==> src/design/asp_pkg.sv <==
// Package for the aging slot pool: request codes, sequencer states,
// request/result structs and default sizes.
// No dependencies.
`default_nettype none

package asp_pkg;

  // Default sizes handed to the top level parameters
  localparam int POOL_SLOTS_DEF = 64;
  localparam int COUNT_BITS_DEF = 16;

  // Fixed field widths of the request and result channels
  localparam int SLOT_W  = 6;
  localparam int LIFE_W  = 16;
  localparam int WORD_W  = 32;
  localparam int USED_W  = 7;

  // Request codes
  localparam logic [1:0] REQ_ADD  = 2'd0;
  localparam logic [1:0] REQ_TICK = 2'd1;
  localparam logic [1:0] REQ_READ = 2'd2;

  // Sequencer states
  typedef enum logic [2:0] {
    ST_IDLE,
    ST_ADD,
    ST_TICK,
    ST_READ,
    ST_DONE
  } asp_state_t;

  // Incoming request
  typedef struct packed {
    logic [1:0]        req_type;
    logic [LIFE_W-1:0] lifetime;
    logic [WORD_W-1:0] payload_x;
    logic [WORD_W-1:0] payload_y;
    logic [WORD_W-1:0] payload_scale;
    logic [SLOT_W-1:0] read_slot;
  } asp_in_t;

  // Outgoing result
  typedef struct packed {
    logic [SLOT_W-1:0] slot_used;
    logic              accepted;
    logic              live;
    logic [LIFE_W-1:0] remaining;
    logic [WORD_W-1:0] out_x;
    logic [WORD_W-1:0] out_y;
    logic [WORD_W-1:0] out_scale;
    logic [USED_W-1:0] used_count;
  } asp_out_t;

  // Sequencer status towards the output stage
  typedef struct packed {
    logic busy;
    logic res_vld;
  } asp_stat_t;

endpackage

`default_nettype wire

==> src/design/asp_ctrl.sv <==
// Sequencer of the aging slot pool: add, tick walk, read and result forming.
// Depends on asp_pkg; drives the countdown, payload and free-list RAMs.
`default_nettype none

module asp_ctrl
  import asp_pkg::*;
#(
  parameter int POOL_SLOTS = POOL_SLOTS_DEF,
  parameter int COUNT_BITS = COUNT_BITS_DEF
) (
  input  wire logic                          clk,
  input  wire logic                          rst_n,
  input  wire logic                          in_valid,
  input  wire asp_in_t                       in_data,
  input  wire logic                          out_free,
  output asp_stat_t                          stat,
  output asp_out_t                           res,
  // countdown RAM
  output logic                               cnt_we,
  output logic [$clog2(POOL_SLOTS)-1:0]      cnt_waddr,
  output logic [COUNT_BITS-1:0]              cnt_wdata,
  output logic [$clog2(POOL_SLOTS)-1:0]      cnt_raddr,
  input  wire logic [COUNT_BITS-1:0]         cnt_rdata,
  // payload RAM
  output logic                               pay_we,
  output logic [$clog2(POOL_SLOTS)-1:0]      pay_waddr,
  output logic [3*WORD_W-1:0]                pay_wdata,
  output logic [$clog2(POOL_SLOTS)-1:0]      pay_raddr,
  input  wire logic [3*WORD_W-1:0]           pay_rdata,
  // free-list RAM
  output logic                               fifo_we,
  output logic [$clog2(POOL_SLOTS)-1:0]      fifo_waddr,
  output logic [$clog2(POOL_SLOTS)-1:0]      fifo_wdata,
  output logic [$clog2(POOL_SLOTS)-1:0]      fifo_raddr,
  input  wire logic [$clog2(POOL_SLOTS)-1:0] fifo_rdata
);

  localparam int SW   = $clog2(POOL_SLOTS);
  localparam int HW_W = $clog2(POOL_SLOTS + 1);
  localparam logic [HW_W-1:0] POOL_FULL = HW_W'(POOL_SLOTS);
  localparam logic [SW-1:0]   SLOT_LAST = SW'(POOL_SLOTS - 1);
  localparam logic [SW:0]     POOL_WRAP = (SW+1)'(POOL_SLOTS);

  asp_state_t      state_r, state_nxt;
  asp_in_t         req_r, req_nxt;
  asp_out_t        res_r, res_nxt;
  logic [HW_W-1:0] hw_r, hw_nxt;
  logic [HW_W-1:0] fcount_r, fcount_nxt;
  logic [SW-1:0]   fhead_r, fhead_nxt;
  logic [HW_W-1:0] idx_r, idx_nxt;
  logic            pv_r, pv_nxt;
  logic [SW-1:0]   pidx_r, pidx_nxt;
  logic            tick_end;

  // Walk finished once the index reached the high-water mark and the pipe drained
  assign tick_end = (idx_r >= hw_r) && !pv_r;

  // Next state
  always_comb begin
    state_nxt = state_r;
    unique case (state_r)
      ST_IDLE: begin
        if (in_valid) begin
          unique case (in_data.req_type)
            REQ_ADD:  state_nxt = ST_ADD;
            REQ_TICK: state_nxt = ST_TICK;
            REQ_READ: state_nxt = ST_READ;
            default:  state_nxt = ST_DONE;
          endcase
        end
      end
      ST_ADD:  state_nxt = ST_DONE;
      ST_READ: state_nxt = ST_DONE;
      ST_TICK: begin
        if (tick_end) begin
          state_nxt = ST_DONE;
        end
      end
      ST_DONE: begin
        if (out_free) begin
          state_nxt = ST_IDLE;
        end
      end
      default: state_nxt = ST_IDLE;
    endcase
  end

  // Datapath and RAM control
  always_comb begin
    logic [SW-1:0]         slot;
    logic                  take;
    logic [COUNT_BITS-1:0] dec;
    logic [SW:0]           tail_sum;
    logic                  in_bounds;

    req_nxt    = req_r;
    res_nxt    = res_r;
    hw_nxt     = hw_r;
    fcount_nxt = fcount_r;
    fhead_nxt  = fhead_r;
    idx_nxt    = idx_r;
    pv_nxt     = pv_r;
    pidx_nxt   = pidx_r;

    cnt_we     = 1'b0;
    cnt_waddr  = pidx_r;
    cnt_wdata  = '0;
    cnt_raddr  = SW'(in_data.read_slot);
    pay_we     = 1'b0;
    pay_waddr  = '0;
    pay_wdata  = {req_r.payload_x, req_r.payload_y, req_r.payload_scale};
    pay_raddr  = SW'(in_data.read_slot);
    fifo_we    = 1'b0;
    fifo_waddr = '0;
    fifo_wdata = pidx_r;
    fifo_raddr = fhead_r;

    slot      = '0;
    take      = 1'b0;
    dec       = cnt_rdata - COUNT_BITS'(1);
    tail_sum  = {1'b0, fhead_r} + (SW+1)'(fcount_r);
    in_bounds = 32'(req_r.read_slot) < 32'(hw_r);

    unique case (state_r)
      ST_IDLE: begin
        // Latch the request; unknown codes form their result at once
        pv_nxt  = 1'b0;
        idx_nxt = '0;
        if (in_valid) begin
          req_nxt = in_data;
          res_nxt = '0;
          res_nxt.used_count = USED_W'(hw_r);
        end
      end

      ST_ADD: begin
        // Take the oldest freed slot, else append at the high-water mark
        if (fcount_r != '0) begin
          slot       = fifo_rdata;
          fhead_nxt  = (fhead_r == SLOT_LAST) ? '0 : fhead_r + SW'(1);
          fcount_nxt = fcount_r - HW_W'(1);
          take       = 1'b1;
        end else if (hw_r != POOL_FULL) begin
          slot   = hw_r[SW-1:0];
          hw_nxt = hw_r + HW_W'(1);
          take   = 1'b1;
        end
        res_nxt = '0;
        if (take) begin
          cnt_we    = 1'b1;
          cnt_waddr = slot;
          cnt_wdata = COUNT_BITS'(req_r.lifetime);
          pay_we    = 1'b1;
          pay_waddr = slot;
          res_nxt.slot_used = SLOT_W'(slot);
          res_nxt.accepted  = 1'b1;
        end
        res_nxt.used_count = USED_W'(hw_nxt);
      end

      ST_TICK: begin
        // Issue the read of the next slot
        if (idx_r < hw_r) begin
          cnt_raddr = idx_r[SW-1:0];
          pv_nxt    = 1'b1;
          pidx_nxt  = idx_r[SW-1:0];
          idx_nxt   = idx_r + HW_W'(1);
        end else begin
          pv_nxt = 1'b0;
        end
        // Decrement the slot read last cycle, queue it when it runs out
        if (pv_r && (cnt_rdata != '0)) begin
          cnt_we    = 1'b1;
          cnt_waddr = pidx_r;
          cnt_wdata = dec;
          if ((dec == '0) && (fcount_r != POOL_FULL)) begin
            fifo_we    = 1'b1;
            fifo_waddr = (tail_sum >= POOL_WRAP) ? SW'(tail_sum - POOL_WRAP)
                                                 : tail_sum[SW-1:0];
            fcount_nxt = fcount_r + HW_W'(1);
          end
        end
        // Empty the pool once every used slot is free
        if (tick_end) begin
          if (fcount_r == hw_r) begin
            hw_nxt     = '0;
            fcount_nxt = '0;
            fhead_nxt  = '0;
          end
          res_nxt = '0;
          res_nxt.accepted   = 1'b1;
          res_nxt.used_count = USED_W'(hw_nxt);
        end
      end

      ST_READ: begin
        // Show the slot only below the high-water mark
        res_nxt = '0;
        res_nxt.slot_used  = req_r.read_slot;
        res_nxt.accepted   = 1'b1;
        res_nxt.used_count = USED_W'(hw_r);
        if (in_bounds) begin
          res_nxt.live      = (cnt_rdata != '0);
          res_nxt.remaining = LIFE_W'(cnt_rdata);
          res_nxt.out_x     = pay_rdata[3*WORD_W-1:2*WORD_W];
          res_nxt.out_y     = pay_rdata[2*WORD_W-1:WORD_W];
          res_nxt.out_scale = pay_rdata[WORD_W-1:0];
        end
      end

      ST_DONE: begin
        pv_nxt = 1'b0;
      end

      default: begin
        pv_nxt = 1'b0;
      end
    endcase
  end

  // Status outputs
  assign stat.busy    = (state_r != ST_IDLE);
  assign stat.res_vld = (state_r == ST_DONE);
  assign res          = res_r;

  // Control registers
  always_ff @(posedge clk) begin
    if (!rst_n) begin
      state_r  <= ST_IDLE;
      hw_r     <= '0;
      fcount_r <= '0;
      fhead_r  <= '0;
      idx_r    <= '0;
      pv_r     <= 1'b0;
    end else begin
      state_r  <= state_nxt;
      hw_r     <= hw_nxt;
      fcount_r <= fcount_nxt;
      fhead_r  <= fhead_nxt;
      idx_r    <= idx_nxt;
      pv_r     <= pv_nxt;
    end
  end

  // Payload registers
  always_ff @(posedge clk) begin
    req_r  <= req_nxt;
    res_r  <= res_nxt;
    pidx_r <= pidx_nxt;
  end

endmodule

`default_nettype wire

==> config.mk <==
export PLATFORM = sky130hd
export DESIGN_NAME = asp_ctrl
export DESIGN_NICKNAME = d
export VERILOG_FILES = /design/src/design/asp_pkg.sv /design/src/design/asp_ctrl.sv
export SDC_FILE = /design/constraint.sdc
export NUM_CORES = 1
export LEC_CHECK = 0
export BUFFER_PORTS_ARGS = -buffer_cell sky130_fd_sc_hd__clkbuf_2
export CAP_MARGIN = 20
export CORE_AREA = 4 4 202 204
export DETAILED_ROUTE_END_ITERATION = 8
export DIE_AREA = 0 0 206 208
export PLACE_DENSITY_LB_ADDON = 0.15
export REMOVE_ABC_BUFFERS = 1
export SYNTH_ARGS = -nofsm -noshare
export SYNTH_HDL_FRONTEND = slang
export SYNTH_SLANG_ARGS = --single-unit
==> constraint.sdc <==
create_clock -name clk -period 20.6 [get_ports clk]
set_input_delay 1.03 -clock clk [delete_from_list [all_inputs] [get_ports clk]]
set_output_delay 1.03 -clock clk [all_outputs]
set_load 0.1 [all_outputs]
# --- Yosys cells after proc, flatten, opt, wreduce, memory -nomap -nowiden ---
# Index checks and enable logic that the tools add are counted.
totals:
  elab_cells: 125
  ff_bits: 282
  romBits: 0
  latch_bits: 0
  input_bits: 242
  output_inout_bits: 286
  ram_bits: 0
  memories: 0
op_classes:
  mul: 0
  n_lt_le_gt_ge: 4
  add_sub_neg: 8
  shift: 0
  n_mux: 55
  bitwise_logic: 0
  n_div: 0
  n_reduce_logical: 22
  n_eq_ne: 16
ops:
  columns: ["cell", "count"]
  rows:
  - ["case mux 127 bit (4 select lines)", 1]
  - ["2-to-1 mux 127 bit", 2]
  - ["2-to-1 mux 113 bit", 1]
  - ["2-to-1 mux 6 bit", 16]
  - ["2-to-1 mux 7 bit", 11]
  - ["case mux 7 bit (2 select lines)", 3]
  - ["2-to-1 mux 16 bit", 2]
  - ["case mux 16 bit (2 select lines)", 1]
  - ["adder 7 x 1 -> 7 bit, second input constant", 3]
  - ["zero test 16 bit", 1]
  - ["nonzero test 16 bit", 1]
  - ["subtractor 16 x 1 -> 16 bit, second input constant", 1]
  - ["!= test 7 bit, second input constant", 2]
  - ["!= test 2 bit, second input constant", 6]
  - ["case mux 3 bit (4 select lines)", 1]
  - ["case mux 6 bit (2 select lines)", 1]
  - ["2-to-1 mux 1 bit", 10]
  - ["AND reduction 2 bit", 5]
  - ["2-to-1 mux 3 bit", 3]
  - ["case mux 3 bit (3 select lines)", 1]
  - ["adder 6 x 7 -> 7 bit", 1]
  - ["equality test 7 bit", 1]
  - [">= comparator 7 bit", 1]
  - [">= comparator 7 bit, second input constant", 1]
  - ["other kinds (23)", 29]

# --- Longest topological paths before layout ---
logic_depth:
  word_depth: 8
  mapped_depth: 10
  depth_no_buf: 9

# --- Worst setup path after synthesis ---
# No wires, ideal clock.
synth_path:
  path_kind: "reg-to-reg"
  startpoint: "register hw_r[4]"
  endpoint: "register res_r (netlist bit res[0]), enable pin"
  path_buffers: 1
  period_less_slack_ns: 7.573
  path_slack_ns: 13.027
  t_required_ns: 19.985
  stages_incl_launch_ff: 10
  arrival_time_ns: 6.958
  setup_time_ns: 0.615
  cell_sequence: "dfxtp_1 -> clkbuf_1 -> inv_1 -> ha_1 -> a21oi_1 -> o21ai_0 -> a21oi_1 -> nor2_1 -> o22ai_1 -> nor2_1"
synth_between:
  elab_chain_cells: 4
synth_lines:
  columns: ["element", "line", "text"]
  rows:
  - ["start, declared", "asp_ctrl.sv:47", "logic [HW_W-1:0] hw_r, hw_nxt;"]
  - ["start signal, assigned", "asp_ctrl.sv:237", "hw_r <= hw_nxt;"]
  - [">= comparator 7 bit", "asp_ctrl.sv:56", "assign tick_end = (idx_r >= hw_r) && !pv_r;"]
  - ["logical AND 1 bit", "asp_ctrl.sv:56", null]
  - ["!= test 2 bit (no source line)", null, null]
  - ["AND reduction 3 bit (no source line)", null, null]
  - ["end signal, assigned", "asp_ctrl.sv:248", "res_r <= res_nxt;"]
  - ["end, declared", "asp_ctrl.sv:46", "asp_out_t res_r, res_nxt;"]
# Every way passes these cells.
# A chain may end at the register's enable or synchronous reset.

# --- Worst setup path after layout ---
layout_path:
  startpoint: "input port cnt_rdata[0]"
  endpoint: "output port fifo_waddr[4]"
layout_between:
  elab_chain_cells: 6
  elab_cells_between_ends: 8
  classes_between: "1 x add/sub; 3 x mux; 4 x reduce/logical"
layout_lines:
  columns: ["element", "line", "text"]
  rows:
  - ["start, declared", "asp_ctrl.sv:23", "input wire logic [COUNT_BITS-1:0] cnt_rdata,"]
  - ["subtractor 16 x 1 -> 16 bit", "asp_ctrl.sv:120", "dec = cnt_rdata - COUNT_BITS'(1);"]
  - ["zero test 16 bit", "asp_ctrl.sv:176", "if ((dec == '0) && (fcount_r != POOL_FULL)) begin"]
  - ["logical AND 1 bit", "asp_ctrl.sv:176", null]
  - ["2-to-1 mux 6 bit", "asp_ctrl.sv:176", null]
  - ["2-to-1 mux 6 bit (*)", "asp_ctrl.sv:172", "if (pv_r && (cnt_rdata != '0)) begin"]
  - ["2-to-1 mux 6 bit (*)", "asp_ctrl.sv:124", "unique case (state_r)"]
  - ["end, declared", "asp_ctrl.sv:32", "output logic [$clog2(POOL_SLOTS)-1:0] fifo_waddr,"]
# Mark *: on every way between the ends. The rest lies on a longest branch, timed or not.

==> flow_summary.ini <==
[layout]
drive_gt1_frac = 0.4264
final_cell_mix = clkbuf_2 (527), edfxtp_1 (251), and2_1 (116), nand2_1 (60), o21ai_0 (43)
area_growth_pct = 28.34
final_common_cell = clkbuf_2
diodes = 0
nets = 1661

[clock_network]
cts_resized = 0
cts_made_buffers = 34
tritoncts = built
cts_buffer_depth = 3
insertion_delay_ns = 0.53
cts.reportedPaths.clkPinSlew_ns = 0.05
root_buffer = clkbuf_16
cts_num_sinks = 282
cts_hold_buf = 0
cts_max_level = 2
cts_post_setup_buffers_inserted = 0

[die]
die-area_sq_um = 42850
core_sq_um = 39280
num_io_pins = 528
start_util = 0.3178
die_y_um = 208
row_count = 73
fp.dieW_um = 206

[placement]
preCtsSetupSlack_ns = 15.69
dp_hpwl_mm = 30.08
numPortBuffers = 527
place.gp.congestion = 0.8431

[global_routing]
grt_overflow = 0
antenna_found_initial = 0
grt_max_degree = 114
grt_pass1_vias = 8935
grt_pass1_wl_mm = 56.90
grt_usage = 0.1756

[synthesis]
ys_ff_latch = 282
synth_area_leaders = edfxtp_1 (60%), buf_4 (6.1%), and2_1 (5.9%)
synthesis.area_sq_um = 12480
synth.avg_cell_area_sq_um = 13.06
yosys.area.top_type = edfxtp_1
synth_edf_count = 251
ys.flop_type = edfxtp_1
synth_top_area_frac = 0.6039
ys_warn_count = 0
seq_area_frac_synth = 0.6536
ys_types = 62
synth_cells = 956
synthArstFlopShare = 0

[sta]
max_slew_margin = 0.2827
finalCritPeriodShare = 0.2378
drv_slew = 0
max_freq_mhz = 204.1
hold_viol = 0
fin_crit_ns = 4.900
timing.final.ws_setup_ns = 15.70
worst_pin_slew_ns = 1.059
tns_ns = 0
rsz0062_at_grt = no
setup-violations-final = 0
final.setup_skew_ns = 0.01421

[power_and_ir_drop]
switching_share = 0.3965
p_clk_frac = 0.320
p_int_mw = 1.108
p_per_area_nw_per_um2 = 114.7
p_switching_uw = 728.3
pwr-share-comb = 0.293
finalPower_mw = 1.837
peakVddDrop_v = 0.00006743
leakagePower_nw = 7.095
power_frac_seq = 0.387

[min_path]
whs_path_depth = 2
hp-class = reg -> reg
hp-start = idx_r[6]
min_to = idx_r[6]

[worst_setup_path]
arrival_ns = 3.87
reg2reg_depth = 10
crit_family = compound AO/OA/AOI/OAI gates
required_ns = 19.57
cp.depth = 10
critPathMaxFanout = 12
r2r_slack_ns = 16.43
r2r-start = hw_r[4]
crit_type = in -> out
cp.buffers_inverters = 3
path_cells = clkbuf_2, inv_1, ha_1, nand2b_1, nand2_1, a211o_2, a2111oi_4, nand2_1, nor2_1, clkbuf_2
endpoint_kind = primary output
slowest_stage = a2111oi_4
regToRegEndpoint = res[13]
start_kind = input port
slowest_delay_ns = 0.78

[drt]
ant_nets = 0
dr_total_vias = 8847
drt-vias-per-instance = 4.563
routedWlPerCell_um = 20.30
drt_iter0_markers = 544
drc = 0
routed_wl_mm = 39.36
first_pass_iters = 4

[job]
cap_viol_max_count = 0

[outcome]
status = finished clean
## power groups by stage
stage	clock (mW)	sequential [mW]	combinational [mW]
6_report	0.588	0.711	0.538
2_1_floorplan	0	1.08	0.0764
4_1_cts	0.612	0.712	0.542
3_3_place_gp	0	0.722	0.543
5_1_grt	0.634	0.716	0.555
3_5_place_dp	0	0.723	0.542
## worst max-delay path by stage
stage / start / slack [ns] / endpoint
after floorplan: hw_r[4] / 13.14 / res[0]
after global placement: cnt_rdata[0] / 15.79 / fifo_waddr[5]
after detailed placement: cnt_rdata[0] / 15.69 / fifo_waddr[2]
after CTS: cnt_rdata[0] / 15.68 / fifo_waddr[2]
after global routing: cnt_rdata[0] / 15.46 / fifo_waddr[2]
final: cnt_rdata[0] / 15.70 / fifo_waddr[4]
## state kept, by name, indices dropped and copies added (netlist names)
signal / flops
res: 127
pay_wdata: 96
req_r: 22
fcount_r: 7
hw_r: 7
idx_r: 7
fifo_raddr: 6
fifo_wdata: 6
state_r: 3
pv_r: 1
## cells in the mapped netlist, types with 3 or more instances
library cell,instances
o31ai_1,3
inv_1,25
mux2_2,6
nand2b_1,4
a21boi_0,8
ha_1,29
nor4_1,5
edfxtp_1,251
nand4_1,11
nand3_1,20
clkbuf_1,31
nand2_1,60
a21o_1,18
nand4b_1,4
buf_6,3
and3_1,12
nor2b_1,7
a31oi_1,9
buf_4,102
o21ai_0,43
nor2_1,41
a21oi_1,23
xor2_1,18
and2_1,117
dfxtp_1,31
or3_1,3
o22ai_1,4
nor4b_1,3
nor3_1,9
xnor2_1,15
## layout make-up
cell class | instances | area (sq um)
fillers | 3865 | 23260
clock inverters | 17 | 177.7
multi-input cells | 509 | 3307
inverters | 27 | 101.3
flip-flops and latches | 282 | 8158
well taps | 525 | 656.9
repair buffers | 535 | 2698
clock buffers | 44 | 919.6
## through the flow
step,area [sq um],utilization,hold WS [ns],instances
2_1_floorplan,11550,-,0.4830,818
3_3_place_gp,14920,0.3799,0.5131,1878
3_5_place_dp,14920,0.3799,0.5258,1878
4_1_cts,16020,0.4078,0.5388,1939
5_1_grt,16020,0.4078,0.5794,1939
6_report,16020,0.4078,0.5347,1939
## tightest hold or removal path, stage by stage (launching register included)
cell     delay, ns
dfxtp_1       0.35
xor2_1        0.08
nor2_1        0.07
## metal layers
metal	track usage	part of all wire	vias up
li1	-	-	4184
met1	0.2214	0.41	4239
met2	0.2908	0.48	384
met3	0.05704	0.097	40
met4	0.04796	0.018	0
met5	0	0	-
## kinds of logic (layout without fill, tap and decap cells)
logic type | Yosys count | count (layout) | synth area share
adders and majority gates | 30 | 30 | 0.03068
and+or+nand+nor | 311 | 311 | 0.1384
DFF | 282 | 282 | 0.6536
buffers and inverters | 165 | 623 | 0.08231
AOI/OAI and AO/OA | 127 | 127 | 0.06476
xor gates and xnor gates | 33 | 33 | 0.02316
muxes | 8 | 8 | 0.007017
Note: power is estimated with default switching activity, not from simulation.
