--- src/design/asp_ram.sv ---
// Simple dual-port RAM: one write port, one read port with registered data.
// No dependencies.
`default_nettype none

module asp_ram #(
  parameter int WIDTH = 16,
  parameter int DEPTH = 64
) (
  input  wire logic                     clk,
  input  wire logic                     we,
  input  wire logic [$clog2(DEPTH)-1:0] waddr,
  input  wire logic [WIDTH-1:0]         wdata,
  input  wire logic [$clog2(DEPTH)-1:0] raddr,
  output logic      [WIDTH-1:0]         rdata
);

  logic [WIDTH-1:0] mem_r [DEPTH];

  // Write port
  always_ff @(posedge clk) begin
    if (we) begin
      mem_r[waddr] <= wdata;
    end
  end

  // Registered read port
  always_ff @(posedge clk) begin
    rdata <= mem_r[raddr];
  end

endmodule

`default_nettype wire

--- config.mk ---
export PLATFORM = sky130hd
export DESIGN_NAME = asp_ram
export DESIGN_NICKNAME = d
export VERILOG_FILES = /design/src/design/asp_ram.sv
export SDC_FILE = /design/constraint.sdc
export NUM_CORES = 1
export LEC_CHECK = 0
export BUFFER_PORTS_ARGS = -buffer_cell sky130_fd_sc_hd__buf_4
export CAP_MARGIN = 20
export CORE_MARGIN = 2
export CORE_UTILIZATION = 39
export CTS_CLUSTER_DIAMETER = 80
export DETAILED_ROUTE_END_ITERATION = 10
export SLEW_MARGIN = 20
export SYNTH_ARGS = -nofsm -noshare
export SYNTH_HDL_FRONTEND = slang
export SYNTH_SLANG_ARGS = --single-unit
--- constraint.sdc ---
create_clock -name clk -period 5.7 [get_ports clk]
set_input_delay 0.57 -clock clk [delete_from_list [all_inputs] [get_ports clk]]
set_output_delay 0.57 -clock clk [all_outputs]
set_load 0.01 [all_outputs]
Word level (Yosys, flattened, before mapping) --
Memory sizes are Yosys's and may differ from the RTL's. A register that Yosys moved wholly into a read port is not among the register bits. Cells that the tools add are included.
Operators by class: multiplexer cells 2
Operator list (number):
- 1-bit two-way mux | 2
Storage, ports and cells: register bits 0, RAM bits 1024, bits of input ports 30, output and inout port bits 16, logic and storage cells 3, memories kept 1
Memory list:
- mem_r | words 64, width 16, read ports 1, clocked after Yosys merged registers in 1, wr ports 1, line 17 | logic [WIDTH-1:0] mem_r [DEPTH];

Logic depth before layout (Yosys ltp) --
Gate-level depths: netlist of the first run.
depth in word-level cells 2, depth in mapped cells 10, depth with buffers taken out 5

Worst setup path before layout of the first run --
OpenSTA, ideal clock, no wires.
kind input -> register, start input port waddr[3], end memory mem_r[48][0], enable pin, setup time 0.409 ns, data arrival time 2.196 ns, required time 5.291 ns, setup slack 3.095 ns, stages on the path 4, buffers on the path 1, cell sequence clkbuf_1 nor2b_1 nand4b_1 nor3_1
RTL lines:
- start, declared | line 11 | input wire logic [$clog2(DEPTH)-1:0] waddr,
- end, declared | line 17
No word-level cell before the write port.

==> metrics.md, run 1 <==
| Metric | Value |
|---|---|
| Ys flop type | edfxtp_1 |
| Drc violations | 0 |
| Startpoint Class | input port |
| Library cell with the highest instance count after synthesis | edfxtp_1 |
| Worst slew pin tran | 1050 ps |
| Master of the slowest instance on the critical path | nor2b_1 |
| Post-Syn Area | 40000 um^2 |
| Top post-synthesis cells by area | edfxtp_1 (77%), mux4_2 (12%), mux2i_1 (2.1%) |
| Worst rel slew slack | 30.1% |
| Standard cell core area | 102000 um^2 |
| Critical path cell sequence | buf_8, nor2b_1, a22oi_1, a41oi_1, o21ai_0, and4_1 |
| Worst clock skew on the final layout | 24.9 ps |
| Startpoint-to-endpoint class of the critical path | in2reg |
| Via count of the first global-routing pass | 19336 |
| Area added between synthesis and finish | 13.4% |
| Number of antenna violations at the first check in global routing | 10 |
| Count of TritonRoute iterations in the first routing pass | 5 |
| Pin count of the biggest net entering global routing | 97 |
| Largest voltage drop on the vdd net | 230 uV |
| Result of the run | completed |
| Global Route Usage Sum | 18.5% |
| DR WL/cell | 28.8 um |
| Power density over cell area | 350 nW/um^2 |
| Pins Over Slew Limit | 0 |
| Register area share after synthesis | 77.6% |
| Highest fanout seen on the critical path | 96 |
| HP Class | in2reg |
| Hold_buf cts | 0 |
| Final clock period utilization by the worst path | 51.1% |
| Height of the chip | 324 um |
| Cell at the root of the clock tree | clkbuf_16 |
| Asr flop ratio synth | 0% |
| Number of antenna-violating nets in the routed design | 0 |
| Commonest cells post-synth | edfxtp_1 (1024), mux4_2 (220), mux2i_1 (85) |
| Clk buf depth | 3 |
| Final-report setup violation count | 0 |
| Yosys warns | 0 |
| Pleak | 14.2 nW |
| #FFs+latches synth | 1040 |
| Worst endpoint data arrival time | 3470 ps |
| Crit. End Element | flip-flop |
| Maximum clock frequency | 343 MHz |
| Level count of the clock H-tree | 3 |
| Aggregate routed wire length | 98400 um |
| Wire length of the first global-routing pass | 142000 um |
| Floorplan row count | 117 |
| Proportion of netlist area held by the largest area contributor | 76.8% |
| Clock latency at the later pin of the worst-skew pair | 670 ps |
| Total cell area at the placement stage | 42100 um^2 |
| Unrepaired setup endpoints after global routing | false |
| Cell area after layout | 45400 um^2 |
| TritonCTS clock tree | built |
| Minimum period implied by the final worst setup slack | 2910 ps |
| Quantity of I/O buffers inserted on ports | 45 |
| Synthesized net count | 1859 |
| Post-synthesis average cell area | 21.9 um^2 |
| Number of hold violations in the final report | 0 |
| # clock sinks | 1040 |
| Number of buffers added by the clock tree synthesis step | 105 |
| Post-CTS clock slew at the launch and capture registers of the worst setup and hold paths | 60 ps |
| Synthesized instance count | 1829 |
| Nets@finish | 1994 |
| Post CTS Setup Buffer Count | 0 |
| DRC violation total after the first TritonRoute iteration | 2195 |
| Starting Density | 39.4% |
| Width of the die | 324 um |
| Max-capacitance violation count | 0 |
| Final weighted congestion of routability-driven global placement | 0.822 |
| Placed wire-length estimate after detailed placement | 58100 um |
| Total congestion overflow | 0 |
| Leading area contributor after synthesis | edfxtp_1 |
| Layout cells sized above 1 | 26.1% |
| EDFF count, synth | 1024 |
| Highest cell delay on the worst timing path | 690 ps |
| Number of top-level design ports | 46 |
| Via density per instance | 5.60 |
| Required time reported for the critical path endpoint | 6250 ps |
| Via count | 19150 |
| Area enclosed by the die boundary | 105000 um^2 |
| Number of gates given a new drive strength after cts | 0 |
| Fin Setup TNS | 0 ps |
| Number of unique standard cell types used by synthesis | 43 |
==> routing by layer <==
| metal | vias up | GRT usage (%) | part of all wire (%) |
|---|---|---|---|
| met5 | - | 0 | 0.080 |
| met4 | 12 | 4.15 | 1.7 |
| met3 | 126 | 3.52 | 7.1 |
| met2 | 743 | 29.6 | 48 |
| met1 | 10315 | 26.5 | 43 |
| li1 | 7954 | - | - |
==> worst max-delay path: cells and delay by family <==
family          cells  cell delay, ps
simple gates        2            1010
buf+inv             1             570
compound gates      3            1250
==> logic make-up after synthesis <==
kind of cell           after synthesis  share of synthesized area, %
and+or+nand+nor                    220                          2.65
DFF                               1040                          77.6
AOI/OAI and AO/OA                  129                          2.41
muxes                              336                          15.5
buffers and inverters              104                          1.83
==> report_power, final <==
group          leakage (nW)  internal (mW)  switching (mW)
Sequential             9.35           8.47          0.0414
Clock                  1.60           3.77            2.83
Combinational          3.30          0.284           0.502
Total                  14.2           12.5            3.37
==> area by class of cell <==
class | count | area, um^2
Antenna cell | 1 | 2.50
Clock buffer | 146 | 2850
Clock inverter | 49 | 424
Fill cell | 8517 | 56300
Multi-Input combinational cell | 685 | 8270
Sequential cell | 1040 | 31100
Tap cell | 1368 | 1710
Timing Repair Buffer | 132 | 1080
==> placed cells by master, fill, tap and decap left out, types with 7 or more instances in the layout <==
cell and count:
mux4_2 220, mux2_2 27, a221oi_1 16, nor2_2 7
nand2_1 59, nor2_1 67, mux2i_1 85, dfxtp_1 16
nor2b_1 28, a21oi_1 17, edfxtp_1 1024, a22oi_1 39
nand3_1 24, clkbuf_16 107, buf_4 123, a31oi_1 8
a311oi_1 8, a211oi_1 8, nand4_1 12, clkbuf_1 36
clkinv_1 18, clkinv_2 18, a211o_1 8
==> flip-flops by register name, summed over array words and instances, names as in the netlist <==
register  flops
mem_r      1024
rdata        16
==> final timing paths <==
check	slack, ps	cells past startpoint	to	startpoint
max reg2reg	3420	5	rdata[9]	mem_r[18][9]
max	2790	6	rdata[10]	raddr[2]
min	460	1	mem_r[48][0]	wdata[0]
min reg2reg	860	3	rdata[11]	mem_r[36][11]
==> stage by stage <==
stage | cells | setup slack [ps] | hold WS [ps] | util, % | power (mW)
after detailed placement | 3225 | 2080 | 870 | 41.4 | 9.47
final | 3421 | 2790 | 459 | 44.6 | 15.9
after global routing | 3420 | 2750 | 471 | 44.6 | 16.3
after global placement | 3225 | 2150 | 863 | 41.4 | 9.45
after CTS | 3420 | 2780 | 458 | 44.6 | 16.0
after floorplan | 1829 | 3100 | 669 | - | 9.09
Power figures use the tool's default switching activity.
==> inputs of run 2 (changes only) <==
- clock period: 5.7 -> 2.89 ns (I/O delays scaled with it)
==> run 2 against run 1 <==
Net effect:
- sequential share of layout area down 1.1 points
- routed wire length up 0.15%
- first-iteration DRC count up 3.3%
- sequential power up 97%
- setup slack worse by 2100 ps
- non-clock buffer count up 69
- global-route usage up 0.075 points
==> metrics.md, run 2 (synthesis gave the netlist of run 1 again) <==
| Metric | Value |
|---|---|
| Worst R2R End | rdata[14] |
| Worst slew pin tran | 1030 ps (-15.3 ps) |
| Largest voltage drop on the vdd net | 571 uV (+150%) |
| Hold_buf cts | 0 (unchanged) |
| Final weighted congestion of routability-driven global placement | 0.833 (+1.3%) |
| Worst rel slew slack | 31.2% (+1.1 points) |
| Number of top-level design ports | 46 (unchanged) |
| Via count of the first global-routing pass | 19526 (+0.98%) |
| # clock sinks | 1040 (unchanged) |
| Total area of multi-input combinational cells | 8250 um^2 (-0.21%) |
| Number of instances on the worst hold path | 3 (+2) |
| Slack of the worst reg-to-reg path | 730 ps (-2690 ps) |
| Worst setup path startpoint | raddr[0] |
| Worst endpoint data arrival time | 2670 ps (-800 ps) |
| Via density per instance | 5.57 (-0.42%) |
| Final-report setup violation count | 0 (unchanged) |
| Number of antenna violations at the first check in global routing | 8 (-2) |
| Register name with the most flops | mem_r |
| DR WL/cell | 28.2 um (-2.0%) |
| Fin Setup TNS | 0 ps (unchanged) |
| Number of antenna-violating nets in the routed design | 0 (unchanged) |
| Standard cell core area | 102000 um^2 (unchanged) |
| Power density over cell area | 692 nW/um^2 (+98%) |
| Placed insts | 3294 (+2.1%) |
| Placed wire-length estimate after detailed placement | 59400 um (+2.2%) |
| Leading registers by flop count | mem_r x1024, rdata x16 |
| Worst clock skew on the final layout | 33.1 ps (+8.15 ps) |
| Final clock period utilization by the worst path | 74.7% |
| Clk buf depth | 3 (unchanged) |
| Count of TritonRoute iterations in the first routing pass | 5 (unchanged) |
| Pin count of the biggest net entering global routing | 65 (-33%) |
| Number of buffers added by the clock tree synthesis step | 108 (+2.9%) |
| HP Class | in2reg |
| Drc violations | 0 (unchanged) |
| Wire length of the first global-routing pass | 142000 um (+0.19%) |
| Pleak | 14.7 nW (+3.1%) |
| Via count | 19487 (+1.8%) |
| Number of flip-flops in the largest register | 1024 (unchanged) |
| Width of the die | 324 um (unchanged) |
| Filler instances | 8482 (-0.41%) |
| Crit Reg-Reg Startpoint | mem_r[23][14] |
| Clock latency at the later pin of the worst-skew pair | 680 ps (about the same) |
| Pins Over Slew Limit | 0 (unchanged) |
| Level count of the clock H-tree | 3 (unchanged) |
| Startpoint-to-endpoint class of the critical path | in2reg |
| Hold Worst Slack | 130 ps (-329 ps) |
| Area enclosed by the die boundary | 105000 um^2 (unchanged) |
| Cell at the root of the clock tree | clkbuf_16 |
| Total congestion overflow | 0 (unchanged) |
| Worst-case hold path end point | rdata[0] |
| DRC violation total after the first TritonRoute iteration | 2268 (+3.3%) |
| Number of standard cells in the final layout excluding fillers | 3496 (+2.2%) |
| Most used cells in the layout excluding fill and tap cells | edfxtp_1 (1024), mux4_2 (220), buf_4 (186) |
| Startpoint Class | input port |
| Number of hold violations in the final report | 0 (unchanged) |
| Highest fanout seen on the critical path | 51 (-47%) |
| Starting Density | 39.4% (unchanged) |
| Minimum period implied by the final worst setup slack | 2160 ps |
| Height of the chip | 324 um (unchanged) |
| Floorplan row count | 117 (unchanged) |
| Number of gates given a new drive strength after cts | 0 (unchanged) |
| Unrepaired setup endpoints after global routing | false |
| Result of the run | completed |
| Required time reported for the critical path endpoint | 3400 ps (-2850 ps) |
| Crit. End Element | flip-flop |
| Post CTS Setup Buffer Count | 0 (unchanged) |
| Startpoint of the worst hold path | raddr[5] |
| Quantity of I/O buffers inserted on ports | 45 (unchanged) |
| Most common library cell in the layout ignoring fill and taps | edfxtp_1 |
| TritonCTS clock tree | built |
| Post-CTS clock slew at the launch and capture registers of the worst setup and hold paths | 60 ps (about the same) |
| Aggregate routed wire length | 98600 um (+0.15%) |
| Worst r2r path cells | 5 (unchanged) |
| Area added between synthesis and finish | 15.3% |
| Global Route Usage Sum | 18.6% (+0.075 points) |
| Maximum clock frequency | 463 MHz |
| Max-capacitance violation count | 0 (unchanged) |
| FF/Latch Area | 31100 um^2 (unchanged) |
| Nets@finish | 2066 (+3.6%) |
| Layout cells sized above 1 | 28.4% (+2.3 points) |
==> run 2: per-layer routing <==
| layer | global-route usage (%) | vias up | share of wire, % | routed length (um) |
|---|---|---|---|---|
| met1 | 26.7 | 10440 | 42 | 41700 |
| met4 | 4.99 | 6 | 2.2 | 2180 |
| li1 | - | 8117 | - | - |
| met3 | 3.63 | 146 | 8.1 | 7990 |
| met5 | 0 | - | 0.042 | 41 |
| met2 | 29.2 | 778 | 47 | 46600 |
==> run 2: power by group <==
group / internal, mW / total (mW) / leakage [nW] / switching, mW
registers: 16.7 / 16.8 / 9.35 / 0.0787
logic: 0.622 / 1.63 / 3.67 / 1.01
clock network: 7.92 / 13.6 / 1.67 / 5.64
total: 25.2 / 32.0 / 14.7 / 6.73
==> run 2: worst max-delay path, cell delays in order <==
cell and delay (ps):
buf_8 270, buf_12 370, mux4_2 610, a22oi_1 800, a311oi_1 190
==> run 2: how the worst max path moves through the flow <==
stage	end	slack, ps	depth (start not counted)
floorplan	mem_r[48][0]	570	4
CTS	rdata[14]	740	5
finish	rdata[15]	730	5
detailed placement	rdata[15]	180	5
global placement	rdata[15]	140	5
global route	rdata[15]	690	5
==> run 2: through the flow <==
stage | power (mW) | setup WS [ps] | cell area, um^2 | util (%)
global placement | 18.7 | 136 | 42700 | 42.0
finish | 32.0 | 732 | 46200 | 45.4
global route | 32.9 | 690 | 46200 | 45.4
floorplan | 17.9 | 566 | 40000 | -
detailed placement | 18.7 | 178 | 42700 | 42.0
CTS | 32.2 | 739 | 46200 | 45.4
==> run 2: final cells by class <==
cell class	count	area share, %
clock inverter	58	1.18
clock buffer	139	6.33
antenna	5	0.0271
sequential	1040	67.3
timing repair buffer	201	3.63
multi-input combinational	685	17.9
tap	1368	3.71
==> inputs of run 3 (changes only) <==
- clock period: 2.89 -> 2.1 ns (I/O delays scaled with it)
==> run 3 against run 2 <==
Net effect:
- sequential power rose by 38%
- routed wire length rose by 1.9%
- die area unchanged
- first-iteration DRC count grew 4.5%
- cell count grew 2.6%
- largest power group unchanged
==> metrics.md, run 3 (synthesis gave the netlist of run 1 again) <==
| Metric | Value |
|---|---|
| Minimum period implied by the final worst setup slack | 2030 ps |
| Crit. End Element | flip-flop |
| Highest cell delay on the worst timing path | 490 ps (-310 ps) |
| Via count | 19897 (+2.1%) |
| Clock latency at the later pin of the worst-skew pair | 690 ps (about the same) |
| Starting Density | 39.4% (unchanged) |
| Pins Over Slew Limit | 0 (unchanged) |
| Total congestion overflow | 0 (unchanged) |
| Post CTS Setup Buffer Count | 0 (unchanged) |
| Drc violations | 0 (unchanged) |
| Startpoint-to-endpoint class of the critical path | reg2reg |
| HP Class | in2reg |
| Highest fanout seen on the critical path | 1 (-98%) |
| Required time reported for the critical path endpoint | 2640 ps (-760 ps) |
| Critical path cell sequence | mux4_2, nor2b_1, a211o_1, a31oi_1, buf_4, a311oi_1 |
| Clk buf depth | 3 (unchanged) |
| Worst slew pin tran | 902 ps (-130 ps) |
| Busiest layer in global routing | met2 |
| CP top delay family | compound AO/OA/AOI/OAI gates |
| Power density over cell area | 923 nW/um^2 (+33%) |
| Count of TritonRoute iterations in the first routing pass | 5 (unchanged) |
| Number of top-level design ports | 46 (unchanged) |
| Number of antenna violations at the first check in global routing | 13 (+5) |
| Leading registers by flop count | mem_r x1024, rdata x16 |
| Master of the slowest instance on the critical path | mux4_2 |
| Global Route met2 Usage | 30.1% (+0.87 points) |
| Unrepaired setup endpoints after global routing | false |
| Area added between synthesis and finish | 18.2% |
| Global Route Usage Sum | 19.0% (+0.41 points) |
| Cell at the root of the clock tree | clkbuf_16 |
| Result of the run | completed |
| Pin count of the biggest net entering global routing | 65 (unchanged) |
| Largest voltage drop on the vdd net | 674 uV (+18%) |
| Hold Worst Slack | 55.1 ps (-75.1 ps) |
| Startpoint Class | flip-flop |
| TritonCTS clock tree | built |
| Number of flip-flops in the largest register | 1024 (unchanged) |
| Filler instances | 8332 (-1.8%) |
| Layout cells sized above 1 | 32.0% (+3.6 points) |
| Placed wire-length estimate after detailed placement | 63400 um (+6.8%) |
| Floorplan row count | 117 (unchanged) |
| Number of hold violations in the final report | 0 (unchanged) |
| Max-capacitance violation count | 0 (unchanged) |
| Aggregate routed wire length | 100000 um (+1.9%) |
| Register name with the most flops | mem_r |
| DR WL/cell | 28.0 um (-0.67%) |
| Most used cells in the layout excluding fill and tap cells | edfxtp_1 (1024), buf_4 (249), mux4_2 (220) |
| Overall power | 43.7 mW (+37%) |
| Final weighted congestion of routability-driven global placement | 0.844 (+1.3%) |
| Nets@finish | 2165 (+4.8%) |
| Met3 usage | 3.68% (+0.043 points) |
| Wire length of the first global-routing pass | 145000 um (+2.3%) |
| Standard cell core area | 102000 um^2 (unchanged) |
| # clock sinks | 1040 (unchanged) |
| Buffering stage count on the worst path with inverters included | 1 (-1) |
| DRC violation total after the first TritonRoute iteration | 2371 (+4.5%) |
| Via count of the first global-routing pass | 20061 (+2.7%) |
| Worst rel slew slack | 39.9% (+8.7 points) |
| Final clock period utilization by the worst path | 96.7% |
| Worst endpoint data arrival time | 2570 ps (-100 ps) |
| Total area of multi-input combinational cells | 8270 um^2 (+0.26%) |
| Height of the chip | 324 um (unchanged) |
| Level count of the clock H-tree | 3 (unchanged) |
| Quantity of I/O buffers inserted on ports | 45 (unchanged) |
| FF/Latch Area | 31100 um^2 (unchanged) |
| Routing usage on met1 | 27.1% (+0.42 points) |
| Number of antenna-violating nets in the routed design | 0 (unchanged) |
| Post-CTS clock slew at the launch and capture registers of the worst setup and hold paths | 60 ps (about the same) |
| Via density per instance | 5.55 (-0.46%) |
| Area enclosed by the die boundary | 105000 um^2 (unchanged) |
| Pleak | 15.3 nW (+4.1%) |
| Most common library cell in the layout ignoring fill and taps | edfxtp_1 |
| Worst clock skew on the final layout | 42.8 ps (+9.67 ps) |
| Width of the die | 324 um (unchanged) |
| Number of buffers added by the clock tree synthesis step | 102 (-5.6%) |
| Maximum clock frequency | 492 MHz |
| Final-report setup violation count | 0 (unchanged) |
==> run 3: per-stage QoR <==
stage | worst slack, ps | cells | TNS [ps] | cell area [um^2] | util [%]
2_1_floorplan | -67.8 | 1829 | -8230 | 40100 | -
3_3_place_gp | -530 | 3394 | -4780 | 43900 | 43.2
3_5_place_dp | -540 | 3394 | -4940 | 43900 | 43.2
4_1_cts | 76.5 | 3584 | 0 | 47300 | 46.5
5_1_grt | 13.6 | 3585 | 0 | 47300 | 46.5
6_report | 68.9 | 3586 | 0 | 47300 | 46.5
==> run 3: path summary, 6_finish.rpt <==
check           startpoint            to  slack, ps  depth (start not counted)
max          mem_r[11][15]     rdata[15]         70                          6
min              wdata[14]  mem_r[5][14]         60                          1
max reg2reg  mem_r[11][15]     rdata[15]         70                          6
min reg2reg  mem_r[38][12]     rdata[12]        880                          4
==> run 3: area by class of cell <==
cell class / instances / area share (%)
Sequential cell: 1040 / 65.7
Multi-Input combinational cell: 685 / 17.5
Tap cell: 1368 / 3.62
Timing Repair Buffer: 306 / 6.22
Antenna cell: 2 / 0.0106
Clock inverter: 59 / 1.26
Clock buffer: 126 / 5.76
==> run 3: per-layer routing <==
metal	part of all wire, %	vias up
met5	0.11	-
met4	2.4	16
met3	7.8	157
met2	48	794
met1	42	10645
li1	-	8285
==> run 3: timing repair <==
item,in CTS,in global routing
setup endpoints to repair,3,1
hold buffers,5,0
endpoints found under the hold margin,91,0
gates resized for setup,3,1
==> run 3: worst reg2reg max path: stages, from the launching register on <==
cell and delay (ps):
edfxtp_1 360, mux4_2 490, nor2b_1 150, a211o_1 350, a31oi_1 360, buf_4 180
a311oi_1 40
==> run 3: where the power goes <==
part	switching (mW)	internal, mW	leakage, nW
sequential	0.102	23.0	9.35
clock	7.63	10.4	1.63
combinational	1.48	1.05	4.31
